[src/rtl/grrts_pkg.sv]
// Shared types, codes and helpers for the group round-robin task scheduler.
`timescale 1ns / 1ps
package grrts_pkg;

	localparam int unsigned TASK_SLOTS_DEF  = 256;
	localparam int unsigned GROUP_COUNT_DEF = 64;

	localparam logic [1:0] OPC_SUBMIT = 2'd0;
	localparam logic [1:0] OPC_SELECT = 2'd1;
	localparam logic [1:0] OPC_FINISH = 2'd2;
	localparam logic [1:0] OPC_NOP    = 2'd3;

	localparam logic [1:0] ST_OK     = 2'd0;
	localparam logic [1:0] ST_NONE   = 2'd1;
	localparam logic [1:0] ST_EXISTS = 2'd2;
	localparam logic [1:0] ST_FULL   = 2'd3;

	typedef enum logic [1:0] {
		OP_SUBMIT,
		OP_SELECT,
		OP_FINISH,
		OP_NOP
	} op_t;

	typedef struct packed {
		op_t         op;
		logic [31:0] id;
		logic [5:0]  grp;
	} cmd_t;

	typedef struct packed {
		logic [1:0]  status;
		logic [31:0] chosen;
	} res_t;

	typedef enum logic [3:0] {
		S_CLR,
		S_IDLE,
		S_SCAN,
		S_SUB,
		S_SEL0,
		S_SEL1,
		S_SEL2,
		S_FIN0,
		S_FIN1,
		S_DONE
	} state_t;

	// group index modulo gc by restoring subtraction, six narrow steps
	function automatic logic [5:0] grp_wrap(input logic [5:0] g, input int unsigned gc);
		logic [31:0] r;
		logic [31:0] d;
		r = 32'(g);
		for (int k = 5; k >= 0; k--) begin
			d = 32'(gc) << k;
			if (r >= d) begin
				r = r - d;
			end
		end
		return r[5:0];
	endfunction

endpackage

[src/rtl/grrts_res_q.sv]
// Two-entry result queue presented as the output side of the block.
`timescale 1ns / 1ps
module grrts_res_q (
	input  logic            clk,
	input  logic            arst_n,
	input  logic            res_valid,
	input  grrts_pkg::res_t res,
	output logic            res_ready,
	output logic            empty,
	input  logic            pop,
	output logic [1:0]      status,
	output logic [31:0]     chosen_task_id
);

	grrts_pkg::res_t ent_q [2];
	logic            wr_q;
	logic            rd_q;
	logic [1:0]      cnt_q;
	logic            wr_en;
	logic            rd_en;

	assign res_ready      = (cnt_q != 2'd2);
	assign wr_en          = res_valid && res_ready;
	assign empty          = (cnt_q == 2'd0);
	assign rd_en          = pop && !empty;
	assign status         = ent_q[rd_q].status;
	assign chosen_task_id = ent_q[rd_q].chosen;

	always_ff @(posedge clk) begin
		if (wr_en) begin
			ent_q[wr_q] <= res;
		end
	end

	always_ff @(posedge clk or negedge arst_n) begin
		if (!arst_n) begin
			wr_q  <= 1'b0;
			rd_q  <= 1'b0;
			cnt_q <= 2'd0;
		end else begin
			if (wr_en) begin
				wr_q <= ~wr_q;
			end
			if (rd_en) begin
				rd_q <= ~rd_q;
			end
			cnt_q <= cnt_q + 2'(wr_en) - 2'(rd_en);
		end
	end

endmodule

[config.mk]
export PLATFORM = sky130hd
export DESIGN_NAME = grrts_res_q
export DESIGN_NICKNAME = d
export VERILOG_FILES = /design/src/rtl/grrts_pkg.sv /design/src/rtl/grrts_res_q.sv
export SDC_FILE = /design/constraint.sdc
export NUM_CORES = 1
export LEC_CHECK = 0
export BUFFER_PORTS_ARGS = -buffer_cell sky130_fd_sc_hd__buf_2
export CAP_MARGIN = 20
export CORE_MARGIN = 1
export CORE_UTILIZATION = 52
export CTS_CLUSTER_DIAMETER = 200
export DETAILED_ROUTE_END_ITERATION = 6
export PLACE_DENSITY = 0.83
export RECOVER_POWER = 25
export SETUP_SLACK_MARGIN = 0.02
export SYNTH_ARGS = -nofsm -noshare
export SYNTH_HDL_FRONTEND = slang
export SYNTH_SLANG_ARGS = --single-unit
[constraint.sdc]
create_clock -name clk -period 3.41 [get_ports clk]
set_input_delay 0.682 -clock clk [delete_from_list [all_inputs] [get_ports clk]]
set_output_delay 0.682 -clock clk [all_outputs]
set_load 0.03 [all_outputs]
### Yosys cells after proc, flatten, opt, wreduce, memory -nomap -nowiden

Memory sizes are Yosys's and may differ from the RTL's.
Cells that the tools add are included.

| word-level totals | value |
|---|---|
| register bits after elaboration | 4 |
| memory bits (writable) | 68 |
| bits of input ports | 38 |
| output and inout port bits | 36 |
| logic and storage cells | 15 |
| memories | 1 |

| operators by class | value |
|---|---|
| $add $sub $neg | 2 |
| equality and inequality tests | 1 |
| mux-type cells | 2 |
| bitwise operators | 2 |
| reductions and logical operators | 4 |

Memories:

| memory | words | width | rd ports | clocked after Yosys merged registers in | write ports | RTL line | text |
|---|---|---|---|---|---|---|---|
| ent_q | 2 | 34 | 1 | 0 | 1 | grrts_res_q.sv:15 | `grrts_pkg::res_t ent_q [2];` |

Operators by type and width:

| cell | number |
|---|---|
| $add 2x1->2 | 1 |
| $logic_and 1x1->1 | 2 |
| $logic_not 2->1 | 1 |
| $mux 1 | 2 |
| $ne 2x2->1 const B | 1 |
| $not 1->1 | 2 |
| $sub 2x1->2 | 1 |
| $logic_not 1->1 | 1 |

### Longest topological paths before layout

| logic depth | value |
|---|---|
| word-level depth | 4 |
| mapped depth | 7 |
| mapped depth without buffers | 7 |

### Worst setup path after synthesis

OpenSTA, ideal clock, no wires.

| path | value |
|---|---|
| kind | register -> register |
| start | register cnt_q[1] |
| end | memory ent_q[0][0] (netlist name), enable pin |
| library setup time | 0.425 ns |
| arrival time | 2.291 ns |
| data required time | 2.985 ns |
| slack | 0.694 ns |
| stages on the path, launching flop included | 4 |
| path buffers | 0 |
| clock period less this slack | 2.716 ns |
| cell sequence | dfrtp_1 nand2b_1 nand2_1 nor2_1 |

| on the way | value |
|---|---|
| word-level cells in the longest chain between the ends | 4 |

Ends and longest elaborated chain:

| what | RTL line | text |
|---|---|---|
| from (decl) | grrts_res_q.sv:18 | `logic [1:0] cnt_q;` |
| from (signal assigned) | grrts_res_q.sv:47 | `cnt_q <= cnt_q + 2'(wr_en) - 2'(rd_en);` |
| $ne 2x2->1 | grrts_res_q.sv:22 | `assign res_ready = (cnt_q != 2'd2);` |
| via res_ready | grrts_res_q.sv:8 | `output logic res_ready,` |
| $logic_and 1x1->1 | grrts_res_q.sv:23 | `assign wr_en = res_valid && res_ready;` |
| $mux 1 | grrts_res_q.sv:30 | `if (wr_en) begin` |
| $mux 1 (not written as such) | grrts_res_q.sv:31 | `ent_q[wr_q] <= res;` |
| to (decl) | grrts_res_q.sv:15 |  |

The timed path passes the listed nets, and every way through them passes these cells.

### Worst setup path after layout

| path | value |
|---|---|
| start | register rd_q |
| end | output port chosen_task_id[2] |

| on the way | value |
|---|---|
| word-level cells in the longest chain between the ends | 1 |

Ends and longest elaborated chain:

| what | RTL line | text |
|---|---|---|
| from (decl) | grrts_res_q.sv:17 | `logic rd_q;` |
| from (signal assigned) | grrts_res_q.sv:45 | `rd_q <= ~rd_q;` |
| $mem_v2 2x34 | - |  |
| to (decl) | grrts_res_q.sv:12 | `output logic [31:0] chosen_task_id` |

Every way passes these cells.

==> flow_summary.toml <==
[outcome]
outcome = "finished clean"

[clock_tree]
cts_tree = "done"
htree_num_levels = 3
cts_sinks = 72
clockBufferDepth = 2
clk_pin_slew_ns = 0.07
clk_latency_ns = 0.33
cts_made_buffers = 9
postCtsSetupBuffers = 0
cts.repair.resized = 0
cts-root-buf = "clkbuf_8"
holdBufCountCts = 0

[detailed_routing]
avgViaCountPerCell = 4.768
wl_per_cell_um = 14.24
wl_met2_mm = 1.963
vias = 1335
top_layer = "met4"
wl_met1_mm = 1.665
route.detailed.drc = 0
wl_met3_um = 267
drt-pass1-iter-count = 4
drt_iter0_markers = 72
wirelength_mm = 3.987
antenna_left = 0

[floorplan]
core-area_um2 = 5140
die_h_um = 75.40
rows = 26
die_area_um2 = 5685
dieWidth_um = 75.40
initial_core_util = 0.5450
boundaryPins = 74

[min_path]
hp-class = "input port to asynchronous set/reset pin"

[synth]
synthesis.nets = 163
yosys_warnings = 0
synth_area_leader_cell = "edfxtp_1"
synth-compound-area-share = 0
synth_top_family_by_area = "multiplexers"
synth-simple-area-share = 0.01161
synth_area_leaders = "edfxtp_1 73%, mux2_4 16%, dfrtp_1 3.6%, buf_12 2.1%, mux2_2 2.0%"
synth_mux_area_frac = 0.1755
synth_xor_area_frac = 0.01251
netlist_area_um2 = 2801
syn_inst = 123
post-synth-top-area-fraction = 0.7289
ys_ff_latch = 72
yosysUniqueCellTypes = 15
yosys.area_share.adder = 0.008933
avgSynthCellArea_um2 = 22.78
ys_seq_area_frac = 0.7646

[critical_path]
worst-endpoint-arrival_ns = 1.77
critPathRequiredTime_ns = 2.73
cp-start-kind = "flop"
r2r_start = "cnt_q[1]"
crit_fanout = 17
r2r_cells = 3
crit_slowest_cell = "dfrtp_2"
r2r_setup_slack_ns = 1.59
cp-end-kind = "output port"
worst_r2r_endpoint = "ent_q[0][15]"
crit_chain = "buf_4, mux2_2, buf_2"
crit_type = "flop to output port"
slowest_delay_ns = 0.53

[timing]
drv_slew = 0
relSlewSlack = 0.3546
setup_ws_ns = 0.9587
fin_worst_skew_ns = 0.006544
fin_crit_sh = 0.7189
final-setup-viol-count = 0
worstMarginPinSlew_ns = 0.9659
rsz0062_at_grt = "no"
fin_crit_ns = 2.451
final.setup.tns_ns = 0
hold_viol = 0
max_clock_freq_ghz = 0.4079

[final_layout]
syn2layout_area_growth_pct = 20.37
seq_area_um2 = 2143
final_common_cell = "edfxtp_1"
diodes = 0
fill_cells = 386
mostFrequentLayoutCells = "68 x edfxtp_1, 65 x buf_2, 29 x mux2_4, 10 x clkbuf_8, 9 x clkbuf_1"
num-nets-final = 245
multi_input_comb_area_um2 = 593.1
drive_gt1_frac = 0.5714

[power_and_ir_drop]
peakVddDrop_v = 0.0007189
p_leak_nw = 1.341
powerDensity_nw_per_um2 = 918.5

[global_route]
grt_max_degree = 35
grt_overflow = 0
grtUsageTotal = 0.1509
grt_pass1_wl_mm = 5.940
antenna_found_initial = 0
grt_pass1_vias = 1305

[placed_design]
port_buffers = 73
preCtsSetupSlack_ns = 1.289
gp_routability_congestion = 0.7469
place.detailed.hpwl_mm = 2.669

[run]
maxCapViolCount = 0
## cells in the mapped netlist (all sizes together)
master / instances
nand2b: 1
edfxtp: 68
nor2: 2
and3: 1
xnor2: 3
mux2: 34
buf: 4
inv: 1
xor2: 1
nand2: 1
ha: 2
dfrtp: 4
nor2b: 1
## how the worst max path moves through the flow
stage / startpoint / end / slack [ns] / cells past startpoint
6_report: rd_q / chosen_task_id[2] / 0.96 / 3
5_1_grt: rd_q / chosen_task_id[1] / 0.87 / 3
4_1_cts: rd_q / chosen_task_id[2] / 0.92 / 3
3_5_place_dp: rd_q / chosen_task_id[2] / 1.29 / 3
3_3_place_gp: rd_q / status[1] / 1.32 / 3
2_1_floorplan: cnt_q[1] / ent_q[0][0] / 0.69 / 3
## state kept, by name, indices dropped and copies added (netlist names)
register	flops
wr_q	1
ent_q	68
cnt_q	2
rd_q	1
## through the flow
step	utilization	std cells	area, µm²	hold WS [ns]	total power (W)
after floorplan	-	123	2801	0.3864	0.002345
after global placement	0.6241	264	3208	0.5027	0.002534
after detailed placement	0.6241	264	3208	0.5000	0.002564
after CTS	0.6580	280	3382	0.1286	0.003141
after global routing	0.6560	280	3372	0.1864	0.003256
final	0.6560	280	3372	0.1752	0.003097
## layout make-up
cell class / count / area share
Timing Repair Buffer: 75 / 0.1098
Sequential cell: 72 / 0.6356
Inverter: 1 / 0.001113
Multi-Input combinational cell: 46 / 0.1759
Clock inverter: 5 / 0.009648
Tap cell: 70 / 0.02597
Clock buffer: 11 / 0.04193
## cells by family after synthesis
kind of cell	Yosys count
multiplexers	34
AND/OR/NAND/NOR	6
flip-flops	72
adder cells (fa/ha/maj)	2
buffers and inverters	5
XOR/XNOR	4
## where the power goes
group	switching (W)	leakage (nW)	internal, W
registers	0.0000870	0.677	0.00122
clock network	0.000294	0.0813	0.000281
logic	0.000732	0.583	0.000486
total	0.00111	1.34	0.00198
## layer usage
metal	vias to the layer above	GRT usage
met3	11	0.05159
met1	630	0.1854
met2	54	0.2351
li1	640	-
met5	-	0
met4	0	0.08642
## worst max-delay path, delay by kind of cell, from the launching register on
family | cells | cell delay, ns
multiplexers | 1 | 0.37
flip-flops | 1 | 0.53
buffers and inverters | 2 | 0.53
Note: power is estimated with default switching activity, not from simulation.
