`src/rtl/grrts_pkg.sv`:
```
// Shared types, codes and helpers for the group round-robin task scheduler.
`timescale 1ns / 1ps
package grrts_pkg;

	localparam int unsigned TASK_SLOTS_DEF  = 256;
	localparam int unsigned GROUP_COUNT_DEF = 64;

	localparam logic [1:0] OPC_SUBMIT = 2'd0;
	localparam logic [1:0] OPC_SELECT = 2'd1;
	localparam logic [1:0] OPC_FINISH = 2'd2;
	localparam logic [1:0] OPC_NOP    = 2'd3;

	localparam logic [1:0] ST_OK     = 2'd0;
	localparam logic [1:0] ST_NONE   = 2'd1;
	localparam logic [1:0] ST_EXISTS = 2'd2;
	localparam logic [1:0] ST_FULL   = 2'd3;

	typedef enum logic [1:0] {
		OP_SUBMIT,
		OP_SELECT,
		OP_FINISH,
		OP_NOP
	} op_t;

	typedef struct packed {
		op_t         op;
		logic [31:0] id;
		logic [5:0]  grp;
	} cmd_t;

	typedef struct packed {
		logic [1:0]  status;
		logic [31:0] chosen;
	} res_t;

	typedef enum logic [3:0] {
		S_CLR,
		S_IDLE,
		S_SCAN,
		S_SUB,
		S_SEL0,
		S_SEL1,
		S_SEL2,
		S_FIN0,
		S_FIN1,
		S_DONE
	} state_t;

	// group index modulo gc by restoring subtraction, six narrow steps
	function automatic logic [5:0] grp_wrap(input logic [5:0] g, input int unsigned gc);
		logic [31:0] r;
		logic [31:0] d;
		r = 32'(g);
		for (int k = 5; k >= 0; k--) begin
			d = 32'(gc) << k;
			if (r >= d) begin
				r = r - d;
			end
		end
		return r[5:0];
	endfunction

endpackage

```
`src/rtl/grrts_front.sv`:
```
// Front end: decodes and wraps incoming commands into a two-entry queue.
`timescale 1ns / 1ps
module grrts_front #(
	parameter int unsigned GROUP_COUNT = grrts_pkg::GROUP_COUNT_DEF
) (
	input  logic              clk,
	input  logic              arst_n,
	input  logic              push,
	output logic              full,
	input  logic [1:0]        opcode,
	input  logic [31:0]       task_id,
	input  logic [5:0]        group_id,
	input  logic              hold,
	output logic              cmd_valid,
	output grrts_pkg::cmd_t   cmd,
	input  logic              cmd_ready
);

	grrts_pkg::cmd_t ent_q [2];
	logic            wr_q;
	logic            rd_q;
	logic [1:0]      cnt_q;
	grrts_pkg::cmd_t cls;
	logic            wr_en;
	logic            rd_en;

	always_comb begin
		case (opcode)
			grrts_pkg::OPC_SUBMIT: cls.op = grrts_pkg::OP_SUBMIT;
			grrts_pkg::OPC_SELECT: cls.op = grrts_pkg::OP_SELECT;
			grrts_pkg::OPC_FINISH: cls.op = grrts_pkg::OP_FINISH;
			default:               cls.op = grrts_pkg::OP_NOP;
		endcase
		cls.id  = task_id;
		cls.grp = grrts_pkg::grp_wrap(group_id, GROUP_COUNT);
	end

	assign full      = hold || (cnt_q == 2'd2);
	assign wr_en     = push && !full;
	assign cmd_valid = (cnt_q != 2'd0);
	assign rd_en     = cmd_valid && cmd_ready;
	assign cmd       = ent_q[rd_q];

	always_ff @(posedge clk) begin
		if (wr_en) begin
			ent_q[wr_q] <= cls;
		end
	end

	always_ff @(posedge clk or negedge arst_n) begin
		if (!arst_n) begin
			wr_q  <= 1'b0;
			rd_q  <= 1'b0;
			cnt_q <= 2'd0;
		end else begin
			if (wr_en) begin
				wr_q <= ~wr_q;
			end
			if (rd_en) begin
				rd_q <= ~rd_q;
			end
			cnt_q <= cnt_q + 2'(wr_en) - 2'(rd_en);
		end
	end

endmodule

```
`config.mk`:
```
export PLATFORM = sky130hd
export DESIGN_NAME = grrts_front
export DESIGN_NICKNAME = d
export VERILOG_FILES = /design/src/rtl/grrts_pkg.sv /design/src/rtl/grrts_front.sv
export SDC_FILE = /design/constraint.sdc
export NUM_CORES = 1
export LEC_CHECK = 0
export ABC_CLOCK_PERIOD_IN_PS = 3900
export BUFFER_PORTS_ARGS = -buffer_cell sky130_fd_sc_hd__buf_2
export CAP_MARGIN = 20
export CELL_PAD_IN_SITES_DETAIL_PLACEMENT = 1
export CELL_PAD_IN_SITES_GLOBAL_PLACEMENT = 1
export CORE_MARGIN = 3
export CORE_UTILIZATION = 41
export CTS_CLUSTER_DIAMETER = 100
export DETAILED_ROUTE_END_ITERATION = 12
export PLACE_DENSITY = 0.73
export SLEW_MARGIN = 10
export SYNTH_ARGS = -nofsm -noshare
export SYNTH_HDL_FRONTEND = slang
export SYNTH_SLANG_ARGS = --single-unit
```
`constraint.sdc`:
```
create_clock -name clk -period 3.9 [get_ports clk]
set_input_delay 0.78 -clock clk [delete_from_list [all_inputs] [get_ports clk]]
set_output_delay 0.78 -clock clk [all_outputs]
set_load 0.005 [all_outputs]
```
Word level (Yosys, flattened, before mapping)
Memories as Yosys holds them, arrays and structs flattened.
Index checks and enable logic that the tools add are counted.

word-level totals
  input port bits = 45
  bits in read-only memories = 0
  memory bits (writable) = 80
  latch bits = 0
  register bits after elaboration = 4
  output and inout port bits = 42
  memories = 1

cells by class
  bitwise gates (word level) = 2
  magnitude comparators = 0
  div/mod/pow operators = 0
  equality and inequality tests = 3
  shift operators = 0
  multipliers = 0
  reduce and logical (&&, ||, !) cells = 6
  $add $sub $neg = 2
  mux-type cells = 3

memories
  memory  depth  bits a word  rd ports  clocked after Yosys merged registers in  write ports  RTL line           RTL
  ent_q   2      40           1         0                                        1            grrts_front.sv:19  grrts_pkg::cmd_t ent_q [2];

operators by type and width
  kind                number
  $pmux 2 s3          1
  $eq 2x2->1 const B  2
  $add 2x1->2         1
  $eq 2x1->1 const B  1
  $logic_and 1x1->1   2
  $logic_not 2->1     1
  $mux 1              2
  $not 1->1           2
  $reduce_bool 2->1   1
  $sub 2x1->2         1
  $logic_not 1->1     1
  $logic_or 1x1->1    1

Depth between registers and ports, before layout
Gate-level depths: netlist of run 1.

  depth in word-level cells = 6
  mapped depth = 7
  depth with buffers taken out = 7

Worst setup path before layout of run 1
OpenSTA, ideal clock, no wires.

  kind = input to register
  start point = input hold
  end point = memory ent_q[0][0] in the netlist's numbering (enable)
  buffers on the path = 0
  required time = 3.462 ns
  setup time = 0.438 ns
  path slack = 0.750 ns
  stages on the path = 2
  arrival time = 2.713 ns
  cells stage by stage = nand3b_1 -> nor2_1

between the ends
  word-level cells in the longest chain between the ends = 5

ends and longest elaborated chain
  element                       RTL line           RTL
  from (decl)                   grrts_front.sv:13  input logic hold,
  $logic_or 1x1->1              grrts_front.sv:38  assign full = hold || (cnt_q == 2'd2);
  $logic_not 1->1               grrts_front.sv:39  assign wr_en = push && !full;
  $logic_and 1x1->1             grrts_front.sv:39
  $mux 1                        grrts_front.sv:45  if (wr_en) begin
  $mux 1 (implied by the code)  grrts_front.sv:46  ent_q[wr_q] <= cls;
  to (decl)                     grrts_front.sv:19

Every way passes these cells.

==> results of run 1 <==
[per-layer routing]
metal  vias to the layer above  part of all wire (%)  global-route usage, %
met4                         0                   1.5                  6.043
li1                        748                     -                      -
met1                       772                    40                  15.52
met2                        62                    51                  23.56
met5                         -                     0                      0
met3                        11                   7.7                  4.341
[cells in the mapped netlist, drive strengths merged]
library cell	instances
mux2	40
xnor2	3
xor2	1
or2	1
and2	1
nand3b	1
nor2	2
clkbuf	2
buf	5
ha	2
nand2b	2
edfxtp	80
dfrtp	4
inv	2
[kinds of logic (layout without fill, tap and decap cells)]
group	after synthesis	in the layout
flops	84	84
mux	40	40
buf+inv	9	108
simple gates	7	7
xor+xnor	4	4
fa+ha+maj	2	2
other cells	0	1
[flip-flops by register name (all words and copies together) (netlist names)]
register,count
cnt_q,2
ent_q,80
rd_q,1
wr_q,1
[layout make-up]
type / count / area, um^2
Fill cell: 703 / 3440
Sequential cell: 84 / 2504
Multi-Input combinational cell: 53 / 716.9
Timing Repair Buffer: 90 / 460.4
Clock buffer: 11 / 131.4
Tap cell: 99 / 123.9
Clock inverter: 5 / 100.1
Inverter: 2 / 7.507
Antenna cell: 1 / 2.502
[power groups by stage]
stage | Combinational (mW) | Sequential (mW) | Clock, mW
after floorplan | 0.571 | 1.18 | 0
after global placement | 0.723 | 1.25 | 0
after detailed placement | 0.740 | 1.26 | 0
after CTS | 0.743 | 1.24 | 0.727
after global routing | 0.792 | 1.25 | 0.765
final | 0.723 | 1.23 | 0.704
[cells in the final DEF (no fill, tap or decap), drive strengths merged]
master,Yosys,routed
and2,1,1
buf,5,90
bufinv,0,3
clkbuf,2,11
clkinv,0,2
dfrtp,4,4
diode,0,1
edfxtp,80,80
ha,2,2
inv,2,2
mux2,40,40
nand2b,2,2
nand3b,1,1
nor2,2,2
or2,1,1
xnor2,3,3
xor2,1,1
[worst reg2reg max path: cells and delay by family, from the launching register on]
kind                   cells  cell delay (ns)
DFF                        1             0.42
buffers and inverters      1             0.44
and+or+nand+nor            3             0.81
[through the flow]
step	std cells	power, mW
2_1_floorplan	146	1.754
3_5_place_dp	328	1.998
5_1_grt	344	2.809
3_3_place_gp	328	1.976
6_report	345	2.662
4_1_cts	344	2.709
[path summary, 6_finish.rpt]
path                                from            to  slack, ns
worst max-delay path                rd_q       cmd[27]       1.10
worst max register to register  cnt_q[1]  ent_q[0][24]       1.89
worst min register to register  cnt_q[1]      cnt_q[1]       0.53
worst min-delay path              arst_n          wr_q       0.23
min in group clk                cnt_q[1]      cnt_q[1]       0.53
max in group asynchronous         arst_n          rd_q       3.53
==> impl_summary.md, run 1 <==
Status
The run finished with clean final reports.

Worst hold path
The path class of the tightest hold or removal check is in2async.

Global routing
In the global route stage, overall resource usage came out at 13.66%. The initial antenna violation count is 0. Global routing finished with a remaining overflow of 0.

The number of global-route vias before repair is 1758. The largest net degree at the start of global routing is 29. The first-pass GRT wire length is 8818 um.

Synthesis
After Yosys synthesis, and, or, nand and nor cells account for 1.375% of the synthesized area. The total of flip-flops plus latches after synthesis is 84. Summing the sequential cell areas from Yosys gives 76.39% of the chip area.

The fraction of synthesized cell area taken by the top area cell type is 73.34%. The post-synthesis compound-gate area fraction is 0%. Synthesis produced a netlist whose cell count is 146.

The synthesized netlist devotes 0.7639% of its cell area to adder and majority cells. By area the synthesized netlist is led by sky130_fd_sc_hd__edfxtp_1 73%, sky130_fd_sc_hd__mux2_4 18%, sky130_fd_sc_hd__dfrtp_1 3.1%. After synthesis, the share of cell area in mux cells is 18.22%. After synthesis, the largest family of logic cells by area is multiplexers. The synthesized design spends more area on one cell type than any other, namely sky130_fd_sc_hd__edfxtp_1. The post-synth net total is 193. Yosys mapped the design onto 15 distinct sky130hd cell types. The Yosys step of the flow raised 0 warnings. The mapped netlist covers 0.003276 mm^2. The xor-xnor portion of the synthesized cell area is 1.070%.

Averaged over all synthesized cells, the footprint is 22.44 um^2.

Power and ir drop
The leakage power figure is 1.632 nW. The switching part of the total is 25.16%. The power share of the clock group is 26.5%. The net switching component of the power is 0.6699 mW. IR analysis of the VDD net gives a maximum drop of 0.0003100 V. Of the total power, registers draw 46.4%. For this design the ratio of total power to cell area is 657.9 mW/mm^2.

The cell internal power dissipation is 1.992 mW. The share of power burned in combinational logic is 27.2%.

Finish
At the end of the flow the core is filled with cells to 54.05%. The number of nets in the finished design is 287. The post-synthesis to final-layout area growth is 23.53%. The fraction of layout cells with a size suffix above 1 is 60.82%.

Summing all non-filler instances in the final layout gives an area of 0.004046 mm^2.

Drt
The first TritonRoute pass finished after 4 iterations. The via count of the routed design is 1593. The detail route stage leaves a number of antenna-violating nets equal to 0. Dividing the detail-routed wire length by the instance count gives 16.68 um.

For this run, design rule violations remaining after detail routing come to 0. After detailed routing, the total wire length is 5753 um. The via density per instance is 4.617.

The first routing iteration left 48 violations.

Clock tree
The buffer count from post-CTS setup fixing is 0. The total CTS buffers is 9. The post-cts resize count is 0.

The depth of the CTS H-tree is 3. The number of buffers between clock root and the deepest sink is 2. The number of hold buffers added after CTS is 0. Clock-pin slew was measured on the worst setup and hold paths at 0.08 ns.

At the later pin of the worst-skew pair, clock insertion delay measures 0.34 ns. The clock root buffer is sky130_fd_sc_hd__clkbuf_8. The number of clock sinks is 84. The clock tree from TritonCTS is yes.

STA
For the final routed database, the setup TNS stands at 0 ns. In this run the tightest slew margin relative to its limit is 51.00%. The transition time at the pin with the least slew margin is 0.7350 ns. The final number of max-transition violations is 0.

The final worst-path setup slack is 1.104 ns. Hold timing on the final database bottoms out at a slack of 0.2298 ns. The final critical path time including I/O delays and setup is 2.796 ns.

The final-report hold violation count was 0. Based on the critical path, the design can be clocked at up to 357.7 MHz. Setup repair after global routing left no endpoint under its margin. Between clock sinks in the finished design, the worst skew comes to 0.009081 ns. The share of the clock period used by the worst path after layout is 71.68%. Setup violations remaining at the end of the flow were counted as 0.

Setup path
The critical path crosses 3 cells after its start point. Data on the critical path is required at its endpoint by 3.12 ns. In this design, the stage delay of the slowest critical-path cell is 0.85 ns. On the critical path, the stage with the largest delay is an instance of sky130_fd_sc_hd__dfrtp_2. The worst setup path is of the reg2out kind.

The number of cells traversed by the worst register-to-register path is 4. The number of buffers and inverters on the critical path is 2. Traced cell by cell, the critical path runs through buf_4 > mux2_4 > buf_2. The endpoint class of the critical path is an output pin. At the worst endpoint, the arrival time is 2.02 ns. Of all nets on the critical path, the largest fanout is 24.

STA classifies the critical path startpoint as a flip-flop. The gate family responsible for the most delay along the worst path is flip-flops.

Floorplanning
For this configuration, the core starts out at a cell density of 43.76%. The die is 95.39 um tall. The die covers 0.009098 mm^2. The number of rows in the core area is 31. 87 I/O pins were placed. The core region is 0.007486 mm^2. The die width is 95.39 um.

Placement
Port buffering added 86 buffers. The final estimated routing congestion in global placement is 0.6702. The area after detailed placement is 0.003812 mm^2. The setup slack at placement is 1.417 ns.

Run
The number of maximum-capacitance violations is 0.
Power figures use the tool's default switching activity.
==> inputs of run 2 (changes only) <==
ABC_CLOCK_PERIOD_IN_PS = 2250   (was 3900)
CORE_UTILIZATION = 40   (was 41)
PLACE_DENSITY = 0.74   (was 0.73)
clock period = 2.25 ns   (was 3.9 ns; I/O delays follow)
==> run 2 against run 1 <==
  * Via count decreased by 0.63%
  * Cell count up 0.58%
  * Routed wire length decreased by 1.2%
  * Register-to-register slack worse by 1.4 ns
  * Total power up 71%
  * Critical path type unchanged
  * Setup slack got worse by 0.82 ns
  * Global-route usage down 1.0 points
  * First-iteration DRC count up 4.2%
  * Clock power increased by 58%
==> impl_summary.md, run 2 (synthesis results as in run 1) <==
Status
The flow ran to the end, and the final reports show no timing, DRC or antenna violations.

STA
The transition time at the pin with the least slew margin was 0.3336 ns (-0.4014 ns). The final-report hold violation count came to 0 (unchanged). Setup repair after global routing left no endpoint under its margin.

Dividing the final minimum period by the clock period gives 87.57%. The tightest slew margin relative to the limit came to 77.69% (+27 points). The count of endpoints failing setup in the final report is 0 (unchanged). The setup skew after layout is 0.005987 ns (-0.003094 ns). The final worst-path setup slack is 0.2797 ns (-0.8246 ns). The final critical path time including I/O delays and setup is 1.970 ns. The final number of max-transition violations is 0 (unchanged). The fmax is 507.5 MHz.

Setup path
The delay of the slowest critical-path stage was 0.39 ns (-0.46 ns). The launching element type of the critical path is a flip-flop. For this design, the slowest cell found on the critical path is sky130_fd_sc_hd__dfrtp_2. The largest driver fanout on the critical path is 15 (-38%). Traced cell by cell, the critical path runs through buf_4 > mux2_2 > buf_2.

The data arrival at the endpoint of the critical path was 1.52 ns (-0.50 ns). The path type of the worst setup path is reg2out. The required time at the endpoint of the critical path came to 1.80 ns (-1.32 ns). The worst setup path is captured at an output pin.

Clock tree
The buffer count from post-CTS setup fixing was 0 (unchanged). The total CTS buffers came to 9 (unchanged). The depth of the CTS H-tree is 3 (unchanged). The post-CTS clock slew at the launch and capture registers of the worst setup and hold paths came to 0.08 ns (about the same). The number of clock sinks is 84 (unchanged). TritonCTS built the clock tree. The tree is rooted in a sky130_fd_sc_hd__clkbuf_8. The number of buffers between clock root and the deepest sink was 2 (unchanged). The insertion delay to the later sink of the worst-skew pair is 0.34 ns (about the same).

Drt
The via density per instance is 4.562 (-1.2%). The wire length per cell is 16.38 um (-1.8%). The initial DRC count came to 50 (+4.2%). The number of design rule violations left after detail routing came to 0 (unchanged). The total routed wirelength came to 5683 um (-1.2%). The via count of the routed design was 1583 (-0.63%). The number of iterations in the first detailed-routing pass is 4 (unchanged). The residual antenna-violating net count after detailed routing came to 0 (unchanged).

Floorplanning
The die outline area was 0.009311 mm^2 (+2.3%). The initial cell density of the core is 41.74% (-2.0 points). The number of rows in the core area was 32 (+3.2%). The I/O pin total is 87 (unchanged). The die boundary height came to 96.50 um (+1.2%). The die width is 96.50 um (+1.2%).

The placeable core region was 0.007848 mm^2 (+4.8%).

Power and ir drop
The maximum vdd ir drop is 0.0004539 V (+46%). The leakage power figure came to 1.633 nW (about the same). The power per unit of standard cell area is 1116 mW/mm^2 (+70%).

Placement
The post-DP HPWL is 3824 um. The port buffer count is 86 (unchanged). The final estimated routing congestion in global placement is 0.6476 (-3.4%). The setup slack at placement came to 0.3807 ns (-1.036 ns).

Global routing
The initial antenna violation count is 0 (unchanged). The largest net degree at the start of global routing came to 41 (+41%). The first-pass GRT wire length is 8355 um (-5.3%).

The number of global-route vias before repair is 1695 (-3.6%). The total congestion overflow after global routing is 0 (unchanged). The total routing usage reported by global routing is 12.65% (-1.0 points).

Finish
The number of flip-flops in the largest register is 80 (unchanged). The share of the core filled with cells is 51.85% (-2.2 points). The most common library cell in the layout ignoring fill and taps is sky130_fd_sc_hd__buf_2. The register name with the most flops is ent_q. The antenna diode instance count is 0 (-1). The number of nets in the finished design is 288 (+0.35%). The fraction of layout cells with a size suffix above 1 is 60.41% (-0.41 points). In the layout the commonest cells are 86 x sky130_fd_sc_hd__buf_2, 80 x sky130_fd_sc_hd__edfxtp_1, 39 x sky130_fd_sc_hd__mux2_4. In the final layout, the registers with the most flip-flops are ent_q (80), cnt_q (2). The area growth from synthesis to layout is 24.22%. The number of filler cells placed in the layout was 775 (+10%).

Worst hold path
The worst hold path belongs to the class in2reg.

Run
The number of maximum-capacitance violations came to 0 (unchanged).
==> run 2: power breakdown <==
part           total (mW)  switching [mW]  internal [mW]  leakage, nW
combinational        1.40           0.600          0.800        0.753
sequential           2.04          0.0784           1.96        0.776
clock                1.11           0.490          0.616        0.104
==> run 2: final cells by class <==
type / instances / area (um^2) / share of cell area [%]
multi-input combinational: 53 / 716.9 / 17.62
sequential: 84 / 2504 / 61.53
tap: 102 / 127.6 / 3.137
clock buffer: 10 / 127.6 / 3.137
clock inverter: 5 / 77.57 / 1.907
inverter: 2 / 7.507 / 0.1845
timing repair buffer: 91 / 508.0 / 12.48
==> run 2: stage by stage <==
step                instance area, um^2  hold slack (ns)  TNS (ns)  instances  power, mW
finish                             4069           0.2918         0        347      4.542
global route                       4069           0.2753         0        347      4.799
CTS                                4069           0.2714         0        347      4.627
detailed placement                 3854           0.2695         0        331      3.512
global placement                   3854           0.2666         0        331      3.472
floorplan                          3276           0.1544    -45.60        146      3.040
==> run 2: path summary, 6_finish.rpt <==
check | cells after the start | start | endpoint | slack (ns)
max | 3 | rd_q | cmd[39] | 0.28
min | 1 | task_id[5] | ent_q[1][11] | 0.29
max reg2reg | 7 | cnt_q[1] | cnt_q[1] | 0.51
min reg2reg | 1 | cnt_q[1] | cnt_q[1] | 0.52
max in group asynchronous | 2 | arst_n | rd_q | 1.66
min in group asynchronous | 2 | arst_n | rd_q | 0.45
==> run 2: worst max-delay path, delay by kind of cell, from the launching register on <==
kind	cells	cell delay (ns)
buf+inv	2	0.41
mux	1	0.37
flops	1	0.39
==> run 2: timing repair <==
item                                   CTS  global route
hold buffers                             1             0
resized for setup                        0             0
endpoints found under the hold margin    4             0
==> run 2: per-layer routing <==
| metal | global-route usage, % | wire [um] | up-vias | part of all wire [%] |
|---|---|---|---|---|
| li1 | - | - | 750 | - |
| met1 | 14.23 | 2202 | 767 | 39 |
| met2 | 21.21 | 2886 | 59 | 51 |
| met3 | 4.802 | 489 | 7 | 8.6 |
| met4 | 5.958 | 105 | 0 | 1.8 |
| met5 | 0 | 0 | - | 0 |
==> inputs of run 3 (changes only) <==
CELL_PAD_IN_SITES_GLOBAL_PLACEMENT = 2   (was 1)
CORE_UTILIZATION = 34   (was 40)
CTS_CLUSTER_SIZE = 14   (was not set)
PLACE_DENSITY = 0.73   (was 0.74)
==> run 3 against run 2 <==
  * Setup slack got worse by 0.16 ns
  * Sequential share of layout area down 0.15 points
  * Worst hold slack better by 0.0023 ns
  * Critical endpoint unchanged
  * Largest cell class unchanged
  * Critical path type unchanged
  * First-iteration DRC count down 20%
  * Clock-buffer cell count did not move
==> impl_summary.md, run 3 (synthesis results as in run 1) <==
STA
The share of the clock period used by the worst path after layout came to 94.54% (+7.0 points). The final number of max-transition violations is 0 (unchanged). The final critical path time including I/O delays and setup is 2.127 ns (+0.1568 ns). The final-report hold violation count is 0 (unchanged). The setup skew after layout was 0.008002 ns (+0.002015 ns). Setup repair after global routing left no endpoint under its margin.

The count of endpoints failing setup in the final report came to 0 (unchanged). The setup TNS is 0 ns (unchanged). The worst hold margin is 0.2941 ns (+0.002304 ns). The tightest slew margin relative to the limit came to 74.08% (-3.6 points). The fmax came to 470.1 MHz (-7.4%).

The transition time at the pin with the least slew margin was 0.3887 ns (+0.05514 ns).

Clock tree
The insertion delay to the later sink of the worst-skew pair is 0.34 ns (about the same). The post-CTS clock slew at the launch and capture registers of the worst setup and hold paths was 0.08 ns (about the same). The number of clock sinks is 84 (unchanged).

The number of buffers between clock root and the deepest sink came to 2 (unchanged). The total CTS buffers is 9 (unchanged). The depth of the CTS H-tree is 3 (unchanged).

The clock tree from TritonCTS is yes. The root buffer cell chosen for the clock tree is sky130_fd_sc_hd__clkbuf_8.

Finish
The register name with the most flops is ent_q. The number of standard cells in the final layout excluding fillers is 377 (+8.6%). The number of flip-flops in the largest register is 80 (unchanged).

Relative to the synthesized area, the layout overhead comes to 24.64%. The top cell types in the final layout, fill and taps aside, are 86 x sky130_fd_sc_hd__buf_2, 80 x sky130_fd_sc_hd__edfxtp_1, 39 x sky130_fd_sc_hd__mux2_4. Leaving out fill and tap cells, the most frequent cell in the layout is sky130_fd_sc_hd__buf_2. The fraction of layout cells with a size suffix above 1 is 60.89% (+0.48 points). The antenna diode instance count is 0 (unchanged).

The number of nets in the finished design is 290 (+0.69%). The largest registers in the layout are ent_q (80), cnt_q (2).

Drt
The wire length per cell is 15.79 um (-3.6%). The number of iterations in the first detailed-routing pass is 3 (-1). The residual antenna-violating net count after detailed routing was 0 (unchanged). The initial DRC count is 40 (-20%). The total routed wirelength was 5953 um (+4.8%).

The via density per instance is 4.276 (-6.3%). The number of design rule violations left after detail routing is 0 (unchanged). The via count of the routed design is 1612 (+1.8%).

Global routing
The total congestion overflow after global routing came to 0 (unchanged). The first-pass GRT wire length is 9384 um (+12%). The largest net degree at the start of global routing is 28 (-32%). The initial antenna violation count was 0 (unchanged). The total routing usage reported by global routing came to 11.51% (-1.1 points). The number of global-route vias before repair came to 1796 (+6.0%).

Floorplanning
The die width is 104.2 um (+7.9%). The placeable core region is 0.009284 mm^2 (+18%). The initial cell density of the core was 35.28% (-6.5 points). The I/O pin total is 87 (unchanged). The die boundary height is 104.2 um (+7.9%).

The die outline area is 0.01085 mm^2 (+17%). The number of rows in the core area came to 35 (+9.4%).

Power and ir drop
The power per unit of standard cell area is 1092 mW/mm^2 (-2.2%). The leakage power figure is 1.620 nW (-0.79%). The total power draw is 4.459 mW (-1.8%). The maximum vdd ir drop is 0.0004323 V (-4.7%).

Setup path
The endpoint class of the critical path is an output pin. The data arrival at the endpoint of the critical path was 1.68 ns (+0.16 ns). The largest driver fanout on the critical path is 14 (-1). The launching element type of the critical path is a flip-flop. The register-to-register path setup slack is 0.48 ns (-0.03 ns). The required time at the endpoint of the critical path is 1.80 ns (about the same). The worst setup path is of the reg2out kind.

Run
The number of maximum-capacitance violations is 0 (unchanged).

Placement
The final estimated routing congestion in global placement is 0.6383 (-1.4%). The post-DP HPWL came to 4264 um (+12%). The port buffer count is 86 (unchanged). The placed instance count is 360 (+8.8%).

Worst hold path
The path class of the tightest hold or removal check is in2reg.

Status
The flow ran to the end, and the final reports show no timing, DRC or antenna violations.
[run 3: cell types whose count changed in the layout (fill, tap and decap cells not counted), sizes merged]
cell | previous run | this run
clkinv | 3 | 2
buf | 90 | 92
clkinvlp | 0 | 3
bufinv | 2 | 1
[run 3: layout make-up]
cell class | instances | area (um^2)
Tap cell | 129 | 161.4
Timing Repair Buffer | 93 | 498.0
Clock buffer | 10 | 127.6
Inverter | 2 | 7.507
Clock inverter | 6 | 65.06
Sequential cell | 84 | 2506
Fill cell | 943 | 5201
Multi-Input combinational cell | 53 | 716.9
[run 3: worst paths after layout]
path | depth (start not counted) | end | startpoint
setup / recovery | 3 | cmd[39] | rd_q
hold / removal | 1 | ent_q[0][39] | opcode[1]
setup reg to reg | 7 | cnt_q[1] | cnt_q[1]
hold reg to reg | 1 | cnt_q[1] | cnt_q[1]
max in group asynchronous | 2 | rd_q | arst_n
min in group asynchronous | 2 | rd_q | arst_n
[run 3: report_power, final]
group | leakage (nW) | total, mW | internal [mW] | switching [mW]
Combinational | 0.758 | 1.33 | 0.790 | 0.541
Clock | 0.0862 | 1.03 | 0.511 | 0.518
Sequential | 0.777 | 2.10 | 1.96 | 0.138
[run 3: metrics by stage]
step | setup slack (ns) | instance area (um^2) | util [%]
2_1_floorplan | -0.5700 | 3276 | -
3_3_place_gp | 0.3554 | 3877 | 41.77
3_5_place_dp | 0.3634 | 3877 | 41.77
4_1_cts | 0.07694 | 4083 | 43.98
5_1_grt | 0.02208 | 4083 | 43.98
6_report | 0.1230 | 4083 | 43.98
[run 3: critical path: stages, from the launching register on]
cell                      delay [ns]
sky130_fd_sc_hd__dfrtp_4        0.60
sky130_fd_sc_hd__buf_4          0.26
sky130_fd_sc_hd__mux2_2         0.35
sky130_fd_sc_hd__buf_2          0.13
[run 3: what timing repair did]
item	CTS	global route
hold buffers	1	0
gates resized for setup	1	0
setup buffers	0	0
hold endpoints to repair	4	0
endpoints found under the setup margin	1	0
[run 3: metal layers]
metal / global-route usage, % / part of all wire (%)
met3: 3.476 / 5.0
met4: 7.123 / 3.1
met2: 20.10 / 53
met1: 12.12 / 39
met5: 0 / 0
